## src/sv/assert_macros.svh

```systemverilog
// Assertion helpers shared by the RTL; all sample on clk and idle during reset.
`ifndef ASSERT_MACROS_SVH
`define ASSERT_MACROS_SVH

// Temporal property, checked at every rising edge out of reset.
`define ASSERT_PROP(lbl, prop, msg) \
    lbl: assert property (@(posedge clk) disable iff (!rst_n) prop) else $error(msg);

// Plain condition that must hold at every rising edge out of reset.
`define ASSERT_HOLDS(lbl, expr, msg) \
    `ASSERT_PROP(lbl, (expr), msg)

`endif

```

## src/sv/iibs_pkg.sv

```systemverilog
package iibs_pkg;

    localparam int DEF_MAX_ROWS     = 256;
    localparam int DEF_MAX_COLS     = 256;
    localparam int FRAME_SIZE_RESET = 256;

    localparam int PIX_W   = 8;
    localparam int COORD_W = 8;
    localparam int SIZE_W  = 9;
    localparam int SUM_W   = 24;
    localparam int RUN_W   = 16;

    localparam int CFG_IDX_W   = 1;
    localparam int QUEUE_DEPTH = 2;

    typedef enum logic [CFG_IDX_W-1:0] {
        REG_FRAME_WIDTH  = 1'b0,
        REG_FRAME_HEIGHT = 1'b1
    } cfg_reg_t;

    typedef enum logic {
        OP_PIXEL = 1'b0,
        OP_QUERY = 1'b1
    } opcode_t;

    // One classified input word as it sits in the queue.
    typedef struct packed {
        logic               is_query;
        logic               shape_err;  // zero size or outside the frame
        logic               has_top;    // row_start > 0
        logic               has_left;   // col_start > 0
        logic [PIX_W-1:0]   pixel;
        logic [SIZE_W-1:0]  row_hi;     // bottom row
        logic [COORD_W-1:0] row_lo;     // row above the box
        logic [SIZE_W-1:0]  col_hi;     // right column
        logic [COORD_W-1:0] col_lo;     // column left of the box
    } item_t;

    typedef struct packed {
        logic frame_ready;
        logic pix_write;
    } back_status_t;

    function automatic logic [SIZE_W-1:0] clamp_size(input logic [SIZE_W-1:0] v,
                                                     input int unsigned maxv);
        logic [SIZE_W-1:0] res;
        if (v == '0)
            res = SIZE_W'(1);
        else if (32'(v) > maxv)
            res = SIZE_W'(maxv);
        else
            res = v;
        return res;
    endfunction

endpackage

```

## src/sv/iibs_front.sv

```systemverilog
module iibs_front (
    input  logic [47:0]                tdata,
    input  logic                       tuser,
    input  logic [iibs_pkg::SIZE_W-1:0] frame_width,
    input  logic [iibs_pkg::SIZE_W-1:0] frame_height,
    output iibs_pkg::item_t            item
);
    import iibs_pkg::*;

    logic [PIX_W-1:0]   pixel;
    logic [COORD_W-1:0] row_start;
    logic [COORD_W-1:0] col_start;
    logic [SIZE_W-1:0]  row_count;
    logic [SIZE_W-1:0]  col_count;
    logic [SIZE_W:0]    row_end;
    logic [SIZE_W:0]    col_end;

    assign pixel     = tdata[7:0];
    assign row_start = tdata[15:8];
    assign col_start = tdata[23:16];
    assign row_count = tdata[32:24];
    assign col_count = tdata[41:33];

    // one past the last row / column of the box
    assign row_end = {2'b00, row_start} + {1'b0, row_count};
    assign col_end = {2'b00, col_start} + {1'b0, col_count};

    always_comb
    begin
        item.is_query  = (opcode_t'(tuser) == OP_QUERY);
        item.shape_err = (row_count == '0) || (col_count == '0)
                       || (row_end > {1'b0, frame_height})
                       || (col_end > {1'b0, frame_width});
        item.has_top   = (row_start != '0);
        item.has_left  = (col_start != '0);
        item.pixel     = pixel;
        item.row_hi    = SIZE_W'(row_end - 10'd1);
        item.col_hi    = SIZE_W'(col_end - 10'd1);
        item.row_lo    = row_start - 8'd1;
        item.col_lo    = col_start - 8'd1;
    end

endmodule

```

## config.mk

```make
export PLATFORM = sky130hd
export DESIGN_NAME = iibs_front
export DESIGN_NICKNAME = d
export VERILOG_FILES = /design/src/sv/assert_macros.svh /design/src/sv/iibs_pkg.sv /design/src/sv/iibs_front.sv
export SDC_FILE = /design/constraint.sdc
export NUM_CORES = 1
export LEC_CHECK = 0
export ABC_AREA = 1
export BUFFER_PORTS_ARGS = -buffer_cell sky130_fd_sc_hd__buf_2
export CORE_MARGIN = 5
export CORE_UTILIZATION = 48
export DETAILED_ROUTE_END_ITERATION = 6
export PLACE_DENSITY_LB_ADDON = 0.12
export SYNTH_ARGS = -nofsm -noshare
export SYNTH_HDL_FRONTEND = slang
export SYNTH_SLANG_ARGS = --single-unit
```

## constraint.sdc

```tcl
create_clock -name vclk -period 4.5
set_clock_uncertainty 0.1 [all_clocks]
set_input_delay 0.9 -clock vclk [all_inputs]
set_output_delay 0.9 -clock vclk [all_outputs]
set_load 0.01 [all_outputs]
```

==> run summary <==
For this run, design rule violations remaining after detail routing come to 0. The standard cell core area is 4060 um^2. The final number of max-transition violations came out at 0. Leaving out fill and tap cells, the most frequent cell in the layout is sky130_fd_sc_hd__nand2_1. The sort of element at the start of the critical path is an input port. The endpoint required time on the critical path is 3.50 ns. The clock period minus worst slack is 4.24 ns. The post-CTS setup buffer count came out at 0.

The post-cts resize count is 0. Synthesis handed over a netlist of 350 instances. The count of final hold-check violations came out at 0. 113 I/O pins were placed. The highest attainable clock frequency is 0.236 GHz. The highest ir drop seen on vdd came out at 76.1 uV. The overall power came out at 0.378 mW. Relative to the synthesized area, the layout overhead comes to 21.5%.

The number of placement rows is 23. The highest cell delay on the worst timing path came out at 0.45 ns. The clock buffer instance count of the final layout is 0. For this run, the register share of the synthesized area comes to 0%. The number of placed instances with taps included came out at 480.

Setup repair after global routing left no endpoint under its margin. The vertical die dimension is 75.3 um. The per-cell via count in the routed design is 4.75. In the layout the commonest cells are 96 x sky130_fd_sc_hd__nand2_1, 89 x sky130_fd_sc_hd__buf_2, 70 x sky130_fd_sc_hd__inv_1. The final number of setup-violating endpoints is 0.

The via count of the first global-routing pass is 2077. The largest net degree at the start of global routing came out at 7. The die covers 5670 um^2.

The first-pass GRT wire length came out at 8.16 mm. The net count of the mapped netlist is 457. For this design the ratio of total power to cell area is 152 nW/um^2.

The total negative slack came out at 0 ns. After detailed routing, the average wire length per cell comes to 10.2 um. The initial core utilization came out at 50.5%. Excluding fillers, the count of instances in the completed layout stands at 480. The overall die width came out at 75.3 um. Summed over all nets, the half-perimeter wirelength after detailed placement is 4.52 mm. The total number of vias came out at 2279. Registers take 0 um^2. The number of antenna violations at the first check in global routing is 0.

The initial detailed-routing violation count came out at 71. A synthesized cell averages 5.85 um^2. The critical path's slowest cell is sky130_fd_sc_hd__fa_1. Global routing consumed, over all layers together, 17.1% of the routing resources. In this run the worst hold path is classified as in2out. The critical path goes through buf_2 -> ha_1 -> fa_1 -> nand3_1 -> nand2_1 -> nand2_1 -> nand2_2 -> inv_1 -> ha_1 -> nand2_1 -> inv_1 -> nand2_1 -> nand3_1 -> nand2_1 -> nand2_1 -> nand2_1 -> nand2_1 -> a21oi_1 -> nand2_1 -> buf_2. The transition time at the pin with the least slew margin is 0.429 ns. The count of distinct cell types in the synthesized netlist came out at 27. The total of hold buffers inserted after clock tree synthesis is 0.

For the worst setup path, the data arrival time is 3.24 ns. STA classifies the critical path endpoint as an output pin. The run finished with clean final reports.

The aggregate routed wire length came out at 4.92 mm. The final clock period utilization by the worst path came out at 94.2%. After the last flow step, the layout net total stands at 539. Along the worst path, the maximum fanout reaches 3. The design has 0 sequential cells. The reported max-cap violation count is 0. The post-route netlist has 25.8% of its cells at a drive strength greater than 1.

The leakage power of the design came out at 1.54 nW. For this run, the number of Yosys warnings is 0. The length of the first detailed-routing pass in iterations is 4.

The number of inserted diodes came out at 0. The final estimated routing congestion in global placement is 0.850. The synthesized netlist occupies a cell area of 2050 um^2. The number of port buffers is 89. Counting stages on the worst path, the most repeated cell is sky130_fd_sc_hd__nand2_1. The max-slew headroom at the worst pin is 71.3%. The antenna violation net count after detailed routing is 0. The type of the worst setup path is in2out.

For this run the aggregate overflow at the end of global routing stands at 0.
## power by group
part / internal [mW] / leakage [nW] / total (mW) / switching [mW]
combinational: 0.155 / 1.54 / 0.378 / 0.223
clock: 0 / 0 / 0 / 0
sequential: 0 / 0 / 0 / 0
total: 0.155 / 1.54 / 0.378 / 0.223
## layer usage
| metal | GRT usage, % | part of all wire (%) | vias up | wire length, um |
|---|---|---|---|---|
| met1 | 18.7 | 42 | 950 | 2050 |
| met4 | 0.583 | 0.28 | 0 | 14 |
| li1 | - | - | 1265 | - |
| met5 | 0 | 0 | - | 0 |
| met3 | 1.32 | 6.4 | 2 | 313 |
| met2 | 36.5 | 52 | 62 | 2540 |
## stage by stage
stage          instance area [um^2]  setup slack, ns  hold WS [ns]  utilization, %
2_1_floorplan                  2050            0.677          1.76               -
3_3_place_gp                   2490            0.287          1.70            61.3
3_5_place_dp                   2490            0.270          1.70            61.3
4_1_cts                        2490            0.263          1.70            61.3
5_1_grt                        2490           0.0136          1.70            61.3
6_report                       2490            0.262          1.70            61.3
## path summary, 6_finish.rpt
| path | from | cells after the start | end | slack [ns] |
|---|---|---|---|---|
| worst max-delay path | tdata[16] | 20 | item[44] | 0.26 |
| worst min-delay path | tuser | 0 | item[45] | 1.70 |
## critical path, delay by kind of cell
family	cells	cell delay, ns
adders and majority gates	3	0.93
AOI/OAI and AO/OA	1	0.16
and+or+nand+nor	12	0.86
buffers and inverters	4	0.41
## Yosys cell counts, drive strengths merged
cell type / instances / area share [%]
o21a: 3 / 1.1
inv: 72 / 13
a21oi: 19 / 4.8
nand2: 107 / 21
o21ai: 4 / 0.98
nand3: 23 / 6.1
a21boi: 1 / 0.37
nor2: 21 / 4.7
or3: 2 / 0.61
xor2: 13 / 5.9
nand3b: 7 / 2.6
or2: 2 / 0.61
nor3: 8 / 2.4
nand4: 10 / 3.1
buf: 9 / 3.3
fa: 2 / 2.0
ha: 38 / 23
xnor2: 9 / 3.8
## logic make-up (layout without fill, tap and decap cells)
logic type	after synthesis	in the layout	share of synthesized area [%]
adder cells (fa/ha/maj)	40	40	25.2
AND/OR/NAND/NOR	180	180	41.3
XOR/XNOR	22	22	9.77
buffers and inverters	81	161	16.5
AO/OA/AOI/OAI	27	27	7.27
## final cells by class
class | count | area (um^2)
Timing Repair Buffer | 89 | 445
Tap cell | 50 | 62.6
Inverter | 72 | 270
Multi-Input combinational cell | 269 | 1710
Fill cell | 428 | 1570
No activity file was read; power rests on OpenSTA's default activity.
