==> src/sv/assert_macros.svh <==
// Assertion helpers shared by the RTL; all sample on clk and idle during reset.
`ifndef ASSERT_MACROS_SVH
`define ASSERT_MACROS_SVH

// Temporal property, checked at every rising edge out of reset.
`define ASSERT_PROP(lbl, prop, msg) \
    lbl: assert property (@(posedge clk) disable iff (!rst_n) prop) else $error(msg);

// Plain condition that must hold at every rising edge out of reset.
`define ASSERT_HOLDS(lbl, expr, msg) \
    `ASSERT_PROP(lbl, (expr), msg)

`endif

==> src/sv/iibs_pkg.sv <==
package iibs_pkg;

    localparam int DEF_MAX_ROWS     = 256;
    localparam int DEF_MAX_COLS     = 256;
    localparam int FRAME_SIZE_RESET = 256;

    localparam int PIX_W   = 8;
    localparam int COORD_W = 8;
    localparam int SIZE_W  = 9;
    localparam int SUM_W   = 24;
    localparam int RUN_W   = 16;

    localparam int CFG_IDX_W   = 1;
    localparam int QUEUE_DEPTH = 2;

    typedef enum logic [CFG_IDX_W-1:0] {
        REG_FRAME_WIDTH  = 1'b0,
        REG_FRAME_HEIGHT = 1'b1
    } cfg_reg_t;

    typedef enum logic {
        OP_PIXEL = 1'b0,
        OP_QUERY = 1'b1
    } opcode_t;

    // One classified input word as it sits in the queue.
    typedef struct packed {
        logic               is_query;
        logic               shape_err;  // zero size or outside the frame
        logic               has_top;    // row_start > 0
        logic               has_left;   // col_start > 0
        logic [PIX_W-1:0]   pixel;
        logic [SIZE_W-1:0]  row_hi;     // bottom row
        logic [COORD_W-1:0] row_lo;     // row above the box
        logic [SIZE_W-1:0]  col_hi;     // right column
        logic [COORD_W-1:0] col_lo;     // column left of the box
    } item_t;

    typedef struct packed {
        logic frame_ready;
        logic pix_write;
    } back_status_t;

    function automatic logic [SIZE_W-1:0] clamp_size(input logic [SIZE_W-1:0] v,
                                                     input int unsigned maxv);
        logic [SIZE_W-1:0] res;
        if (v == '0)
            res = SIZE_W'(1);
        else if (32'(v) > maxv)
            res = SIZE_W'(maxv);
        else
            res = v;
        return res;
    endfunction

endpackage

==> src/sv/iibs_fifo.sv <==
module iibs_fifo (
    input  logic            clk,
    input  logic            rst_n,
    input  logic            push,
    input  iibs_pkg::item_t push_item,
    output logic            full,
    input  logic            pop,
    output iibs_pkg::item_t head_item,
    output logic            empty
);
    import iibs_pkg::*;

    localparam int PTR_W = (QUEUE_DEPTH > 1) ? $clog2(QUEUE_DEPTH) : 1;
    localparam int CNT_W = $clog2(QUEUE_DEPTH + 1);

    item_t            slot_reg [QUEUE_DEPTH];
    logic [PTR_W-1:0] wr_ptr_reg, wr_ptr_next;
    logic [PTR_W-1:0] rd_ptr_reg, rd_ptr_next;
    logic [CNT_W-1:0] count_reg, count_next;

    assign full      = (count_reg == CNT_W'(QUEUE_DEPTH));
    assign empty     = (count_reg == '0);
    assign head_item = slot_reg[rd_ptr_reg];

    always_comb
    begin
        wr_ptr_next = wr_ptr_reg;
        rd_ptr_next = rd_ptr_reg;
        count_next  = count_reg;
        if (push)
            wr_ptr_next = (wr_ptr_reg == PTR_W'(QUEUE_DEPTH - 1)) ? '0 : wr_ptr_reg + 1'b1;
        if (pop)
            rd_ptr_next = (rd_ptr_reg == PTR_W'(QUEUE_DEPTH - 1)) ? '0 : rd_ptr_reg + 1'b1;
        if (push && !pop)
            count_next = count_reg + 1'b1;
        else if (pop && !push)
            count_next = count_reg - 1'b1;
    end

    always_ff @(posedge clk or negedge rst_n)
    begin
        if (!rst_n)
        begin
            wr_ptr_reg <= '0;
            rd_ptr_reg <= '0;
            count_reg  <= '0;
        end
        else
        begin
            wr_ptr_reg <= wr_ptr_next;
            rd_ptr_reg <= rd_ptr_next;
            count_reg  <= count_next;
        end
    end

    always_ff @(posedge clk)
    begin
        if (push)
            slot_reg[wr_ptr_reg] <= push_item;
    end

endmodule

==> config.mk <==
export PLATFORM = sky130hd
export DESIGN_NAME = iibs_fifo
export DESIGN_NICKNAME = d
export VERILOG_FILES = /design/src/sv/assert_macros.svh /design/src/sv/iibs_pkg.sv /design/src/sv/iibs_fifo.sv
export SDC_FILE = /design/constraint.sdc
export NUM_CORES = 1
export LEC_CHECK = 0
export ABC_AREA = 1
export BUFFER_PORTS_ARGS = -buffer_cell sky130_fd_sc_hd__buf_2
export CORE_MARGIN = 3
export CORE_UTILIZATION = 52
export CTS_CLUSTER_DIAMETER = 200
export DETAILED_ROUTE_END_ITERATION = 8
export GPL_ROUTABILITY_DRIVEN = 0
export PLACE_DENSITY = 0.88
export SLEW_MARGIN = 5
export SYNTH_ARGS = -nofsm -noshare
export SYNTH_HDL_FRONTEND = slang
export SYNTH_SLANG_ARGS = --single-unit
==> constraint.sdc <==
create_clock -name clk -period 3.4 [get_ports clk]
set_input_delay 0 -clock clk [delete_from_list [all_inputs] [get_ports clk]]
set_output_delay 0 -clock clk [all_outputs]
set_load 0.1 [all_outputs]
==> results.md, run 1 <==
- Largest net degree at the start of global routing: 48
- Die height: roughly 90 um
- Via count: 2003
- Worst hold stages: 2
- Yosys warns: 0
- Depth of the most critical reg-to-reg path: 2
- Core area: around 6600 um^2
- Worst Setup Start Kind: register
- Multi-input logic area: approximately 700 um^2
- CTS resizes: 0
- Port bufs: 97
- Post-synthesis cell type count: 14
- Final-stage net count: between 300 and 400
- Critical-path top delay cell: nor2_4
- Reg-to-reg endpoint: slot_reg[0][42]
- CP bufs+invs: 1
- Drt first-iter violations: between 80 and 90
- IO Count: 98
- Final Cycle Share: 52.3%
- CP delay by family, top: simple AND/OR/NAND/NOR gates
- Status: completed
- Maximum Capacitance Violations: 0
- Core Util, Final: approximately 75%
- Global route total overflow: 0
- Clk sinks: 96
- Share of cells above drive strength 1: approximately half
- Slew of the pin with the lowest slew margin: 0.989 ns
- WL/cell: roughly 16 um
- CTS Buf Count: 9
- First-pass GRT wire length: approximately 11 mm
- Clock slew at reported path FFs: 0.09 ns
- Post-route setup TNS: 0 ns
- Max stage delay on crit path: 0.56 ns
- Worst R2R Start: wr_ptr_reg
- FILL cells: 404
- Final ANT Viol Nets: 0
- CP Capture Type: register
- Max reg flops: between 90 and 100
- Vias in the first global route: 2144
- Worst min-delay path endpoint: slot_reg[1][6]
- Arrival @ worst endpoint: between 1.5 and 2 ns
- Initial antenna violation count: 0
- Critical path peak fanout: 25
- Clock latency at the later pin of the worst-skew pair: ~0.34 ns
- Cell chain of the critical path: nor2_4 -> buf_4
- Syn_nets: between 200 and 250
- Dpl hpwl: 3.80 mm
- R2r setup slk: between 1.5 and 2 ns
- Diodes inserted: 0
- Slew Limit Headroom: between 30% and 40%
- FP Rows: 29
- FMAX: 562 MHz
- Clock Skews: ~0.0069 ns
- Final worst path period need: 1.78 ns
- Final WL: 6.58 mm
- Drt first pass iters: 4
- Area growth syn-to-layout: 35.1%
- CP Class: reg2reg
- Hold WC Path Type: in2reg
- FF+latch area: around 2900 um^2
- Synth Cell Area: approximately 3600 um^2
- Root buf cell: clkbuf_8
- H-tree depth: 3
- Synth Area per Inst: about 22 um^2
- Initial Utilization: 55.6%
- Die area: between 8000 and 9000 um^2
- Required @ worst endpoint: ~3.4 ns
- Tot GR Track Use: around 17%
- Sequential share of the synthesized area: between 70% and 80%
- DR DRC count: 0
- Hold_ws: roughly 0.37 ns
- Count of final hold-check violations: 0
- Die Width: approximately 90 um
- RSZ-0062 raised after global routing: no
- Final Slew Violations: 0
- Deepest clock path buffer count: 2
- Mapped Cells: approximately 170
- # setup viols final: 0
- Seq cells post-synth: 96
- CTS tree: yes
- Hold Crit Start: push_item[6]
- Post-DR vias/cell: around 4.8
-- stage by stage --
stage	instances	setup slack, ns	cell area (um^2)
floorplan	168	0.606	3650
global placement	355	1.65	4240
detailed placement	355	1.57	4240
CTS	421	1.56	4930
global route	421	1.50	4930
finish	421	1.62	4930
-- logic make-up after synthesis --
group	count (synthesis)	synth area share (%)
buffers and inverters	12	2.09
xor gates and xnor gates	3	0.720
and+or+nand+nor	10	1.13
adders and majority gates	1	0.343
DFF	96	78.4
muxes	46	17.3
-- what timing repair did --
item,in CTS,in global routing
hold endpoints to repair,98,0
buffers inserted,0,0
hold buffers,50,0
-- layout make-up --
class	count	share of cell area, %
Multi-Input combinational cell	60	14.6
Tap cell	93	2.36
Clock buffer	13	3.02
Timing Repair Buffer	149	20.6
Clock inverter	3	0.863
Sequential cell	96	58.1
Inverter	7	0.533
-- worst max path at each step --
| stage | startpoint | endpoint | cells after the start |
|---|---|---|---|
| 5_1_grt | wr_ptr_reg | slot_reg[0][31] | 2 |
| 6_report | wr_ptr_reg | slot_reg[0][42] | 2 |
| 3_5_place_dp | wr_ptr_reg | slot_reg[0][44] | 2 |
| 2_1_floorplan | wr_ptr_reg | slot_reg[0][0] | 1 |
| 3_3_place_gp | wr_ptr_reg | slot_reg[0][44] | 2 |
| 4_1_cts | wr_ptr_reg | slot_reg[0][31] | 2 |
-- layer usage --
metal / part of all wire, % / track usage, % / up-vias / routed length, um
li1: - / - / 954 / -
met1: 39 / 19.9 / 960 / 2570
met4: 1.6 / 8.17 / 0 / 105
met2: 53 / 29.8 / 79 / 3510
met3: 6.0 / 4.09 / 10 / 397
met5: 0 / 0 / - / 0
-- Yosys cell counts --
cell      number  area, um^2
edfxtp_1      92        2760
nand3_1        1        5.00
nand2_1        5        18.8
xnor2_1        1        8.76
buf_2          1        5.00
mux2_2        16         180
buf_6          4        45.0
nand4_1        1        6.26
ha_1           1        12.5
mux2_4        30         450
dfrtp_1        4         100
inv_1          7        26.3
nor2_1         3        11.3
xor2_1         2        17.5
-- cell usage in the layout (no fill, tap or decap), drive strengths merged --
cell	n
clkbuf	13
nand2	5
ha	1
xnor2	1
clkinv	1
bufinv	1
dfrtp	4
nand3	1
clkinvlp	1
xor2	2
dlygate4sd3	50
mux2	46
nand4	1
edfxtp	92
buf	99
inv	7
nor2	3
Power of run 1 is not shown: default switching activity piles up to over one toggle a cycle in this logic, so the estimate is an artifact.
==> run 2: changes to the inputs <==
==> constraint.sdc (replaced) <==
create_clock -name clk -period 1.8 [get_ports clk]
set_input_delay 0 -clock clk [delete_from_list [all_inputs] [get_ports clk]]
set_output_delay 0 -clock clk [all_outputs]
set_load 0.1 [all_outputs]
==> results.md, run 2 (same netlist as run 1, synthesis figures left out) <==
- Diodes inserted: 0 (unchanged)
- Dpl hpwl: 4.28 mm (+13%)
- CP Capture Type: output pin
- Reg-to-reg endpoint: slot_reg[1][26]
- Worst Setup Start Kind: register
- Depth of the most critical reg-to-reg path: 3 (+1)
- Die area: 8060 um^2 (unchanged)
- Placed cells: 360 (+1.4%)
- Drt first-iter violations: 83 (-5.7%)
- Maximum Capacitance Violations: 0 (unchanged)
- Arrival @ worst endpoint: 1.68 ns (-0.11 ns)
- CTS tree: yes
- Tot GR Track Use: 18.6% (+1.5 points)
- Clk sinks: 96 (unchanged)
- Slew Limit Headroom: 67.2% (+33 points)
- Cell chain of the critical path: buf_4 -> buf_6 -> mux2_4 -> buf_12
- Max stage delay on crit path: 0.37 ns (-0.19 ns)
- FP Rows: 29 (unchanged)
- Final WL: 7.21 mm (+9.5%)
- Initial Utilization: 55.6% (unchanged)
- Status: completed
- Initial antenna violation count: 0 (unchanged)
- Final Slew Violations: 0 (unchanged)
- Global route total overflow: 0 (unchanged)
- Worst min-delay path endpoint: slot_reg[0][22]
- Worst R2R Start: wr_ptr_reg
- Share of cells above drive strength 1: 50.2% (+1.1 points)
- Post-CTS Setup Inserts: 0 (unchanged)
- Final ANT Viol Nets: 0 (unchanged)
- Deepest clock path buffer count: 2 (unchanged)
- Commonest non-fill, non-tap cell in the layout: edfxtp_1
- # setup viols final: 0 (unchanged)
- CP Class: reg2out
- Vias in the first global route: 2287 (+6.7%)
- RSZ-0062 raised after global routing: no
- Hold WC Path Type: in2reg
- H-tree depth: 3 (unchanged)
- Root buf cell: clkbuf_8
- Count of final hold-check violations: 0 (unchanged)
- Slew of the pin with the lowest slew margin: 0.495 ns (-0.493 ns)
- Post-DR vias/cell: 4.83 (+1.4%)
- FILL cells: 338 (-16%)
- Final-stage net count: 379 (+1.3%)
- Post-route setup TNS: 0 ns (unchanged)
- Clock latency at the later pin of the worst-skew pair: 0.34 ns (about the same)
- Final Cycle Share: between 90% and 100%
- R2r setup slk: 0.52 ns (-1.10 ns)
- Drt first pass iters: 4 (unchanged)
- First-pass GRT wire length: 11.5 mm (+8.0%)
- CP bufs+invs: 3 (+2)
- WL/cell: 16.9 um (+8.2%)
- Area growth syn-to-layout: 44.5%
- Hold Crit Start: push_item[22]
- Worst hold stages: 2 (unchanged)
- Via count: 2056 (+2.6%)
- CTS Buf Count: 9 (unchanged)
- Die Width: 89.8 um (unchanged)
- Clock slew at reported path FFs: 0.09 ns (about the same)
- Non-filler instance count after layout: 426 (+1.2%)
- Critical path peak fanout: 13 (-48%)
- Commonest cells after routing, fill and taps aside: 92 x edfxtp_1, 80 x buf_2, 50 x dlygate4sd3_1
- CP delay by family, top: buffers and inverters
- DR DRC count: 0 (unchanged)
- Largest net degree at the start of global routing: 37 (-23%)
- Final worst path period need: between 1.5 and 2 ns
- WP depth: 4 (+2)
- Max reg flops: 92 (unchanged)
- FMAX: 594 MHz
- IO Count: 98 (unchanged)
- Clock Skews: 0.00526 ns (-0.00165 ns)
- Port bufs: 97 (unchanged)
- Die height: 89.8 um (unchanged)
- Core area: 6570 um^2 (unchanged)
- Critical-path top delay cell: dfrtp_2
- Required @ worst endpoint: 1.80 ns (-1.61 ns)
[run 2: area by class of cell]
cell class                 instances  area, um^2  area share (%)
clock buffer                      10         128            2.42
clock inverter                     6        83.8            1.59
inverter                           7        26.3           0.498
multi-input combinational         60         718            13.6
sequential                        96        2860            54.3
tap                               93         116            2.21
timing repair buffer             154        1340            25.4
[run 2: what timing repair did]
action                                  CTS  global route
hold endpoints to repair                 98             0
resized for setup                         0             2
endpoints found under the setup margin    0            30
hold buffers                             50             0
[run 2: worst max-delay path by stage]
stage               slack, ns        endpoint  startpoint
finish                   0.12    head_item[0]  rd_ptr_reg
global route             0.02    head_item[0]  rd_ptr_reg
CTS                      0.02   head_item[31]  rd_ptr_reg
detailed placement       0.40   head_item[31]  rd_ptr_reg
global placement         0.42   head_item[31]  rd_ptr_reg
floorplan                0.03  slot_reg[1][0]  wr_ptr_reg
[run 2: stage by stage]
step | util (%) | hold WS, ns | setup slack, ns | area (um^2)
finish | 80.3 | 0.382 | 0.117 | 5280
global route | 80.3 | 0.364 | 0.0203 | 5280
CTS | 80.2 | 0.358 | 0.0201 | 5270
detailed placement | 69.4 | -0.190 | 0.403 | 4560
global placement | 69.4 | -0.191 | 0.416 | 4560
floorplan | - | -0.296 | 0.0330 | 3660
[run 2: worst register-to-register path: stages (launching register included)]
cell and delay (ns):
dfrtp_1 0.43, nand2_1 0.09, inv_2 0.25, buf_12 0.23
[run 2: metal layers]
layer | track usage (%) | up-vias | wire length, um
met5 | 0 | - | 0
met4 | 6.51 | 0 | 142
met3 | 6.59 | 13 | 411
met2 | 33.5 | 84 | 3920
met1 | 20.2 | 994 | 2730
li1 | - | 965 | -
Power of run 2 is left out for the same reason.
