--- config.mk ---
export PLATFORM = sky130hd
export DESIGN_NAME = iibs_back
export DESIGN_NICKNAME = d
export VERILOG_FILES = /design/src/sv/assert_macros.svh /design/src/sv/iibs_pkg.sv /design/src/sv/iibs_back.sv
export SDC_FILE = /design/constraint.sdc
export NUM_CORES = 1
export LEC_CHECK = 0
export BUFFER_PORTS_ARGS = -buffer_cell sky130_fd_sc_hd__buf_2
export CELL_PAD_IN_SITES_DETAIL_PLACEMENT = 2
export CELL_PAD_IN_SITES_GLOBAL_PLACEMENT = 2
export CORE_MARGIN = 2
export CORE_UTILIZATION = 34
export DETAILED_ROUTE_END_ITERATION = 8
export PLACE_DENSITY_LB_ADDON = 0.2
export SLEW_MARGIN = 40
export SYNTH_ARGS = -nofsm -noshare
export SYNTH_HDL_FRONTEND = slang
export SYNTH_SLANG_ARGS = --single-unit
--- constraint.sdc ---
create_clock -name clk -period 6.1 [get_ports clk]
set_clock_uncertainty 0.1 [all_clocks]
set_input_delay 0.305 -clock clk [delete_from_list [all_inputs] [get_ports clk]]
set_output_delay 0.305 -clock clk [all_outputs]
set_load 0.03 [all_outputs]
--- src/sv/assert_macros.svh ---
// Assertion helpers shared by the RTL; all sample on clk and idle during reset.
`ifndef ASSERT_MACROS_SVH
`define ASSERT_MACROS_SVH

// Temporal property, checked at every rising edge out of reset.
`define ASSERT_PROP(lbl, prop, msg) \
    lbl: assert property (@(posedge clk) disable iff (!rst_n) prop) else $error(msg);

// Plain condition that must hold at every rising edge out of reset.
`define ASSERT_HOLDS(lbl, expr, msg) \
    `ASSERT_PROP(lbl, (expr), msg)

`endif

--- src/sv/iibs_pkg.sv ---
package iibs_pkg;

    localparam int DEF_MAX_ROWS     = 256;
    localparam int DEF_MAX_COLS     = 256;
    localparam int FRAME_SIZE_RESET = 256;

    localparam int PIX_W   = 8;
    localparam int COORD_W = 8;
    localparam int SIZE_W  = 9;
    localparam int SUM_W   = 24;
    localparam int RUN_W   = 16;

    localparam int CFG_IDX_W   = 1;
    localparam int QUEUE_DEPTH = 2;

    typedef enum logic [CFG_IDX_W-1:0] {
        REG_FRAME_WIDTH  = 1'b0,
        REG_FRAME_HEIGHT = 1'b1
    } cfg_reg_t;

    typedef enum logic {
        OP_PIXEL = 1'b0,
        OP_QUERY = 1'b1
    } opcode_t;

    // One classified input word as it sits in the queue.
    typedef struct packed {
        logic               is_query;
        logic               shape_err;  // zero size or outside the frame
        logic               has_top;    // row_start > 0
        logic               has_left;   // col_start > 0
        logic [PIX_W-1:0]   pixel;
        logic [SIZE_W-1:0]  row_hi;     // bottom row
        logic [COORD_W-1:0] row_lo;     // row above the box
        logic [SIZE_W-1:0]  col_hi;     // right column
        logic [COORD_W-1:0] col_lo;     // column left of the box
    } item_t;

    typedef struct packed {
        logic frame_ready;
        logic pix_write;
    } back_status_t;

    function automatic logic [SIZE_W-1:0] clamp_size(input logic [SIZE_W-1:0] v,
                                                     input int unsigned maxv);
        logic [SIZE_W-1:0] res;
        if (v == '0)
            res = SIZE_W'(1);
        else if (32'(v) > maxv)
            res = SIZE_W'(maxv);
        else
            res = v;
        return res;
    endfunction

endpackage

--- src/sv/iibs_back.sv ---
module iibs_back #(
    parameter int MAX_ROWS = iibs_pkg::DEF_MAX_ROWS,
    parameter int MAX_COLS = iibs_pkg::DEF_MAX_COLS,
    localparam int ROW_W  = $clog2(MAX_ROWS),
    localparam int COL_W  = $clog2(MAX_COLS),
    localparam int ADDR_W = ROW_W + COL_W
) (
    input  logic                        clk,
    input  logic                        rst_n,
    input  logic                        restart,
    input  logic [iibs_pkg::SIZE_W-1:0] frame_width,
    input  logic [iibs_pkg::SIZE_W-1:0] frame_height,
    input  logic                        item_valid,
    input  iibs_pkg::item_t             item,
    output logic                        pop,
    output logic                        ram_we,
    output logic [ADDR_W-1:0]           ram_waddr,
    output logic [iibs_pkg::SUM_W-1:0]  ram_wdata,
    output logic                        ram_re_a,
    output logic [ADDR_W-1:0]           ram_raddr_a,
    input  logic [iibs_pkg::SUM_W-1:0]  ram_rdata_a,
    output logic                        ram_re_b,
    output logic [ADDR_W-1:0]           ram_raddr_b,
    input  logic [iibs_pkg::SUM_W-1:0]  ram_rdata_b,
    output logic                        out_valid,
    input  logic                        out_ready,
    output logic [iibs_pkg::SUM_W-1:0]  out_sum,
    output logic                        out_err,
    output iibs_pkg::back_status_t      status
);
    import iibs_pkg::*;

    localparam int RCMP_W = ((ROW_W > SIZE_W) ? ROW_W : SIZE_W) + 1;
    localparam int CCMP_W = ((COL_W > SIZE_W) ? COL_W : SIZE_W) + 1;

    typedef enum logic [3:0] {
        ST_IDLE = 4'b0001,
        ST_PIX  = 4'b0010,
        ST_QRD  = 4'b0100,
        ST_QSUM = 4'b1000
    } state_t;

    state_t             state_reg, state_next;
    logic [ROW_W-1:0]   load_row_reg, load_row_next;
    logic [COL_W-1:0]   load_col_reg, load_col_next;
    logic [RUN_W-1:0]   run_sum_reg, run_sum_next;
    logic               frame_ready_reg, frame_ready_next;
    item_t              cur_reg;
    logic [SUM_W-1:0]   part_reg, part_next;
    logic               out_valid_reg, out_valid_next;
    logic [SUM_W-1:0]   out_sum_reg, out_sum_next;
    logic               out_err_reg, out_err_next;

    logic               slot_free;
    logic               load;
    logic [RUN_W-1:0]   run_add;
    logic               col_wrap;
    logic               row_wrap;

    assign slot_free = !out_valid_reg || out_ready;
    assign run_add   = run_sum_reg + RUN_W'(cur_reg.pixel);
    assign col_wrap  = (CCMP_W'(load_col_reg) + CCMP_W'(1)) >= CCMP_W'(frame_width);
    assign row_wrap  = (RCMP_W'(load_row_reg) + RCMP_W'(1)) >= RCMP_W'(frame_height);

    always_comb
    begin
        state_next       = state_reg;
        load_row_next    = load_row_reg;
        load_col_next    = load_col_reg;
        run_sum_next     = run_sum_reg;
        frame_ready_next = frame_ready_reg;
        part_next        = part_reg;
        out_valid_next   = out_valid_reg && !out_ready;
        out_sum_next     = out_sum_reg;
        out_err_next     = out_err_reg;
        pop              = 1'b0;
        load             = 1'b0;
        ram_we           = 1'b0;
        ram_waddr        = {load_row_reg, load_col_reg};
        ram_wdata        = SUM_W'(run_add);
        ram_re_a         = 1'b0;
        ram_raddr_a      = {ROW_W'(item.row_hi), COL_W'(item.col_hi)};
        ram_re_b         = 1'b0;
        ram_raddr_b      = {ROW_W'(item.row_lo), COL_W'(item.col_hi)};

        unique case (state_reg)
            ST_IDLE:
            begin
                if (item_valid)
                begin
                    if (!item.is_query)
                    begin
                        // fetch the entry above the pixel
                        pop         = 1'b1;
                        load        = 1'b1;
                        ram_re_a    = (load_row_reg != '0);
                        ram_raddr_a = {load_row_reg - 1'b1, load_col_reg};
                        state_next  = ST_PIX;
                    end
                    else if (item.shape_err || !frame_ready_reg)
                    begin
                        if (slot_free)
                        begin
                            pop            = 1'b1;
                            out_valid_next = 1'b1;
                            out_sum_next   = '0;
                            out_err_next   = 1'b1;
                        end
                    end
                    else
                    begin
                        // bottom-right and top-right corners
                        pop        = 1'b1;
                        load       = 1'b1;
                        ram_re_a   = 1'b1;
                        ram_re_b   = item.has_top;
                        state_next = ST_QRD;
                    end
                end
            end
            ST_PIX:
            begin
                ram_we    = 1'b1;
                ram_wdata = SUM_W'(run_add)
                          + ((load_row_reg != '0) ? ram_rdata_a : '0);
                if (col_wrap)
                begin
                    load_col_next = '0;
                    run_sum_next  = '0;
                    if (row_wrap)
                    begin
                        load_row_next    = '0;
                        frame_ready_next = 1'b1;
                    end
                    else
                        load_row_next = load_row_reg + 1'b1;
                end
                else
                begin
                    load_col_next = load_col_reg + 1'b1;
                    run_sum_next  = run_add;
                end
                state_next = ST_IDLE;
            end
            ST_QRD:
            begin
                // bottom-left and top-left corners
                ram_re_a    = cur_reg.has_left;
                ram_raddr_a = {ROW_W'(cur_reg.row_hi), COL_W'(cur_reg.col_lo)};
                ram_re_b    = cur_reg.has_left && cur_reg.has_top;
                ram_raddr_b = {ROW_W'(cur_reg.row_lo), COL_W'(cur_reg.col_lo)};
                part_next   = ram_rdata_a - (cur_reg.has_top ? ram_rdata_b : '0);
                state_next  = ST_QSUM;
            end
            ST_QSUM:
            begin
                if (slot_free)
                begin
                    out_valid_next = 1'b1;
                    out_err_next   = 1'b0;
                    out_sum_next   = part_reg
                                   - (cur_reg.has_left ? ram_rdata_a : '0)
                                   + ((cur_reg.has_left && cur_reg.has_top) ?
                                      ram_rdata_b : '0);
                    state_next     = ST_IDLE;
                end
            end
            default:
                state_next = ST_IDLE;
        endcase

        if (restart)
        begin
            load_row_next    = '0;
            load_col_next    = '0;
            run_sum_next     = '0;
            frame_ready_next = 1'b0;
        end
    end

    always_ff @(posedge clk or negedge rst_n)
    begin
        if (!rst_n)
        begin
            state_reg       <= ST_IDLE;
            load_row_reg    <= '0;
            load_col_reg    <= '0;
            run_sum_reg     <= '0;
            frame_ready_reg <= 1'b0;
            out_valid_reg   <= 1'b0;
        end
        else
        begin
            state_reg       <= state_next;
            load_row_reg    <= load_row_next;
            load_col_reg    <= load_col_next;
            run_sum_reg     <= run_sum_next;
            frame_ready_reg <= frame_ready_next;
            out_valid_reg   <= out_valid_next;
        end
    end

    always_ff @(posedge clk)
    begin
        if (load)
            cur_reg <= item;
        part_reg    <= part_next;
        out_sum_reg <= out_sum_next;
        out_err_reg <= out_err_next;
    end

    assign out_valid          = out_valid_reg;
    assign out_sum            = out_sum_reg;
    assign out_err            = out_err_reg;
    assign status.frame_ready = frame_ready_reg;
    assign status.pix_write   = (state_reg == ST_PIX);

endmodule

==> run_results.csv <==
group,metric,value,unit
setup_path,critPathArrivalTime,5360,ps
logic_synthesis,synth_top_area_share,23.3,%
floorplan,die_w,181,µm
pwr,p_switching,1810,µW
logic_synthesis,ys_seq_area_share,32.2,%
global_route,antenna_found_initial,1,
finish,fin_util,42.7,%
logic_synthesis,synth.avg_cell_area,8.85,µm²
outcome,status,"finished, final reports clean",
pwr,power_density,311,mW/mm²
logic_synthesis,synthCells,1210,
floorplan,die-area,0.0329,mm²
setup_path,reg2reg_setup_slack,1350,ps
logic_synthesis,yosysUniqueCellTypes,78,
clock_tree,clkLatencyLatePin,450,ps
floorplan,ios,221,
global_route,grt_max_degree,39,
detailed_routing,drt_iter0_drc,318,
clock_tree,clock-sinks,121,
pwr,cell_internal_pwr,2290,µW
sta,setup_viol,0,
finish,drive_above_1_share,20.8,%
sta,fin_tns_setup,0,ps
pwr,switching_share,44.1,%
floorplan,fp-row-count,64,
sta,fmax,174,MHz
clock_tree,root_buffer,"clkbuf_16",
sta,finalCritPeriodShare,94.5,%
min_path,holdCritPathClass,"in -> reg",
pwr,seqPwrFrac,26.9,%
logic_synthesis,netlist.top_cell.by_area,"edfxtp_1",
finish,finalNetCount,1686,
setup_path,required,5690,ps
sta,slew_headroom,50.0,%
logic_synthesis,yosysMostFrequentCell,"nand2_1",
detailed_routing,post_drt_wl_per_cell,18.8,µm
clock_tree,cts_resized,0,
placed_design,port_buffers,218,
sta,worstMarginPinSlew,748,ps
clock_tree,htreeDepth,4,
clock_tree,clock_path_buffers,2,
pwr,ir_drop,168,µV
pwr,p_clk_share,23.2,%
logic_synthesis,synth_edf_count,83,
sta,fin_crit,5760,ps
detailed_routing,routed_wl,34900,µm
logic_synthesis,ys_top_cells_by_count,"nand2_1 (133), inv_1 (122), ha_1 (92)",
global_route,grt_overflow,0,
finish,area_growth,22.9,%
floorplan,core-area,0.0308,mm²
logic_synthesis,synth_area_leaders,"edfxtp_1 (23%), ha_1 (11%), dfrtp_1 (8.6%), fa_1 (4.9%), nand2_1 (4.7%)",
logic_synthesis,synthFlopType,"edfxtp_1",
pwr,p_leak,0.00624,µW
logic_synthesis,syn_nets,1445,
setup_path,crit_fanout,23,
setup_path,cp-end-kind,"output port",
detailed_routing,first_pass_iters,4,
logic_synthesis,netlist_area,0.0107,mm²
logic_synthesis,yosys_warnings,0,
detailed_routing,vias_per_cell,5.33,
job,maxCapViolCount,0,
placed_design,globalplace.congestion,0.815,
detailed_routing,drc,0,
global_route,grt_pass1_wl,57500,µm
setup_path,worstSetupStartpointType,"register",
sta,hold_viol_final,0,
placed_design,dpl.hpwl,26800,µm
detailed_routing,vias,9924,
finish,largest_register_ffs,34,
pwr,p_comb_share,49.9,%
sta,maxSlewViolCount,0,
logic_synthesis,async_flop_share,31.4,%
global_route,grt_pass1_vias,11100,
floorplan,die_y,181,µm
detailed_routing,final_antenna_net_count,0,
sta,rsz0062_at_grt,"no",
logic_synthesis,synth-seq-cells,121,
clock_tree,cts_buffers,17,
setup_path,critPathKind,"reg -> out",
clock_tree,cts_tree,"done",
global_route,grt_util_all_layers,21.9,%
floorplan,start_util,34.7,%
clock_tree,post-cts-setup-buffers,0,
clock_tree,path_clk_slew,60,ps
routing by layer:
layer | global-route usage, % | wire, µm
met1 | 25.7 | 15300
met2 | 40.8 | 17900
met3 | 4.45 | 1260
met4 | 4.94 | 403
met5 | 0 | 0
placed cells by master (no fill, tap or decap), types with 19 or more instances in the layout:
cell and instances:
inv_1 122, dlygate4sd3_1 36, dfrtp_1 37, nand2b_1 21, and3_1 21, nor2_1 67, edfxtp_1 83, xnor2_1 41
fa_1 26, xor2_1 33, nand2_1 133, and2_1 41, buf_2 217, o21ai_0 79, nand3_1 48, nor3_1 19
a21oi_1 46, a21o_1 34, o211ai_1 19, ha_1 92
timing repair:
item | CTS | global route
hold buffers | 36 | 0
endpoints found under the hold margin | 72 | 0
endpoints found under the setup margin | 0 | 0
power by group through the flow:
stage / logic (µW) / registers [µW] / clock network [µW]
after floorplan: 1340 / 1210 / 0
after global placement: 1960 / 1110 / 0
after detailed placement: 2030 / 1120 / 0
after CTS: 2060 / 1100 / 975
after global routing: 2270 / 1120 / 1010
final: 2040 / 1100 / 952
worst paths after layout:
| check | depth (start not counted) | to | from |
|---|---|---|---|
| setup / recovery | 13 | ram_wdata[13] | load_row_reg[3] |
| hold / removal | 4 | state_reg[0] | item_valid |
| setup reg to reg | 13 | out_sum[17] | cur_reg[42] |
| hold reg to reg | 2 | run_sum_reg[0] | run_sum_reg[0] |
| max in group asynchronous | 2 | state_reg[0] | rst_n |
| min in group asynchronous | 2 | run_sum_reg[2] | rst_n |
logic make-up after synthesis:
logic type / share of synthesized area (%)
AND/OR/NAND/NOR: 18.8
AO/OA/AOI/OAI: 18.7
adder cells (fa/ha/maj): 15.7
XOR/XNOR: 6.26
multiplexers: 2.25
flip-flops: 32.2
buffers and inverters: 6.10
worst max-delay path, stage by stage, from the launching register on:
cell and delay (ps):
dfrtp_1 510, or4_4 580, or4b_4 650, and2_1 220, ha_1 210, or4_1 570, o311a_1 360, maj3_2 330
o211a_2 170, o31ai_4 300, and2_1 190, mux2i_1 220, xor2_1 310, buf_2 270
layout make-up:
type                    count  area, µm²
clock inverters            13       97.6
diodes                      1       2.50
flip-flops and latches    121       3440
well taps                 396        495
multi-input cells         920       6660
inverters                 124        465
clock buffers              19        443
fillers                  3502      17700
repair buffers            267       1550
metrics by stage:
| stage | cell area, µm² | worst slack (ps) | total power [µW] | hold WS (ps) | std cells |
|---|---|---|---|---|---|
| 6_report | 13200 | 338 | 4100 | 133 | 1861 |
| 5_1_grt | 13200 | 93.4 | 4390 | 141 | 1861 |
| 4_1_cts | 13200 | 283 | 4140 | 102 | 1860 |
| 3_5_place_dp | 12300 | 796 | 3140 | 225 | 1792 |
| 3_3_place_gp | 12200 | 859 | 3070 | 371 | 1792 |
| 2_1_floorplan | 10700 | 780 | 2550 | -90.6 | 1210 |
Note: power is estimated with default switching activity, not from simulation.
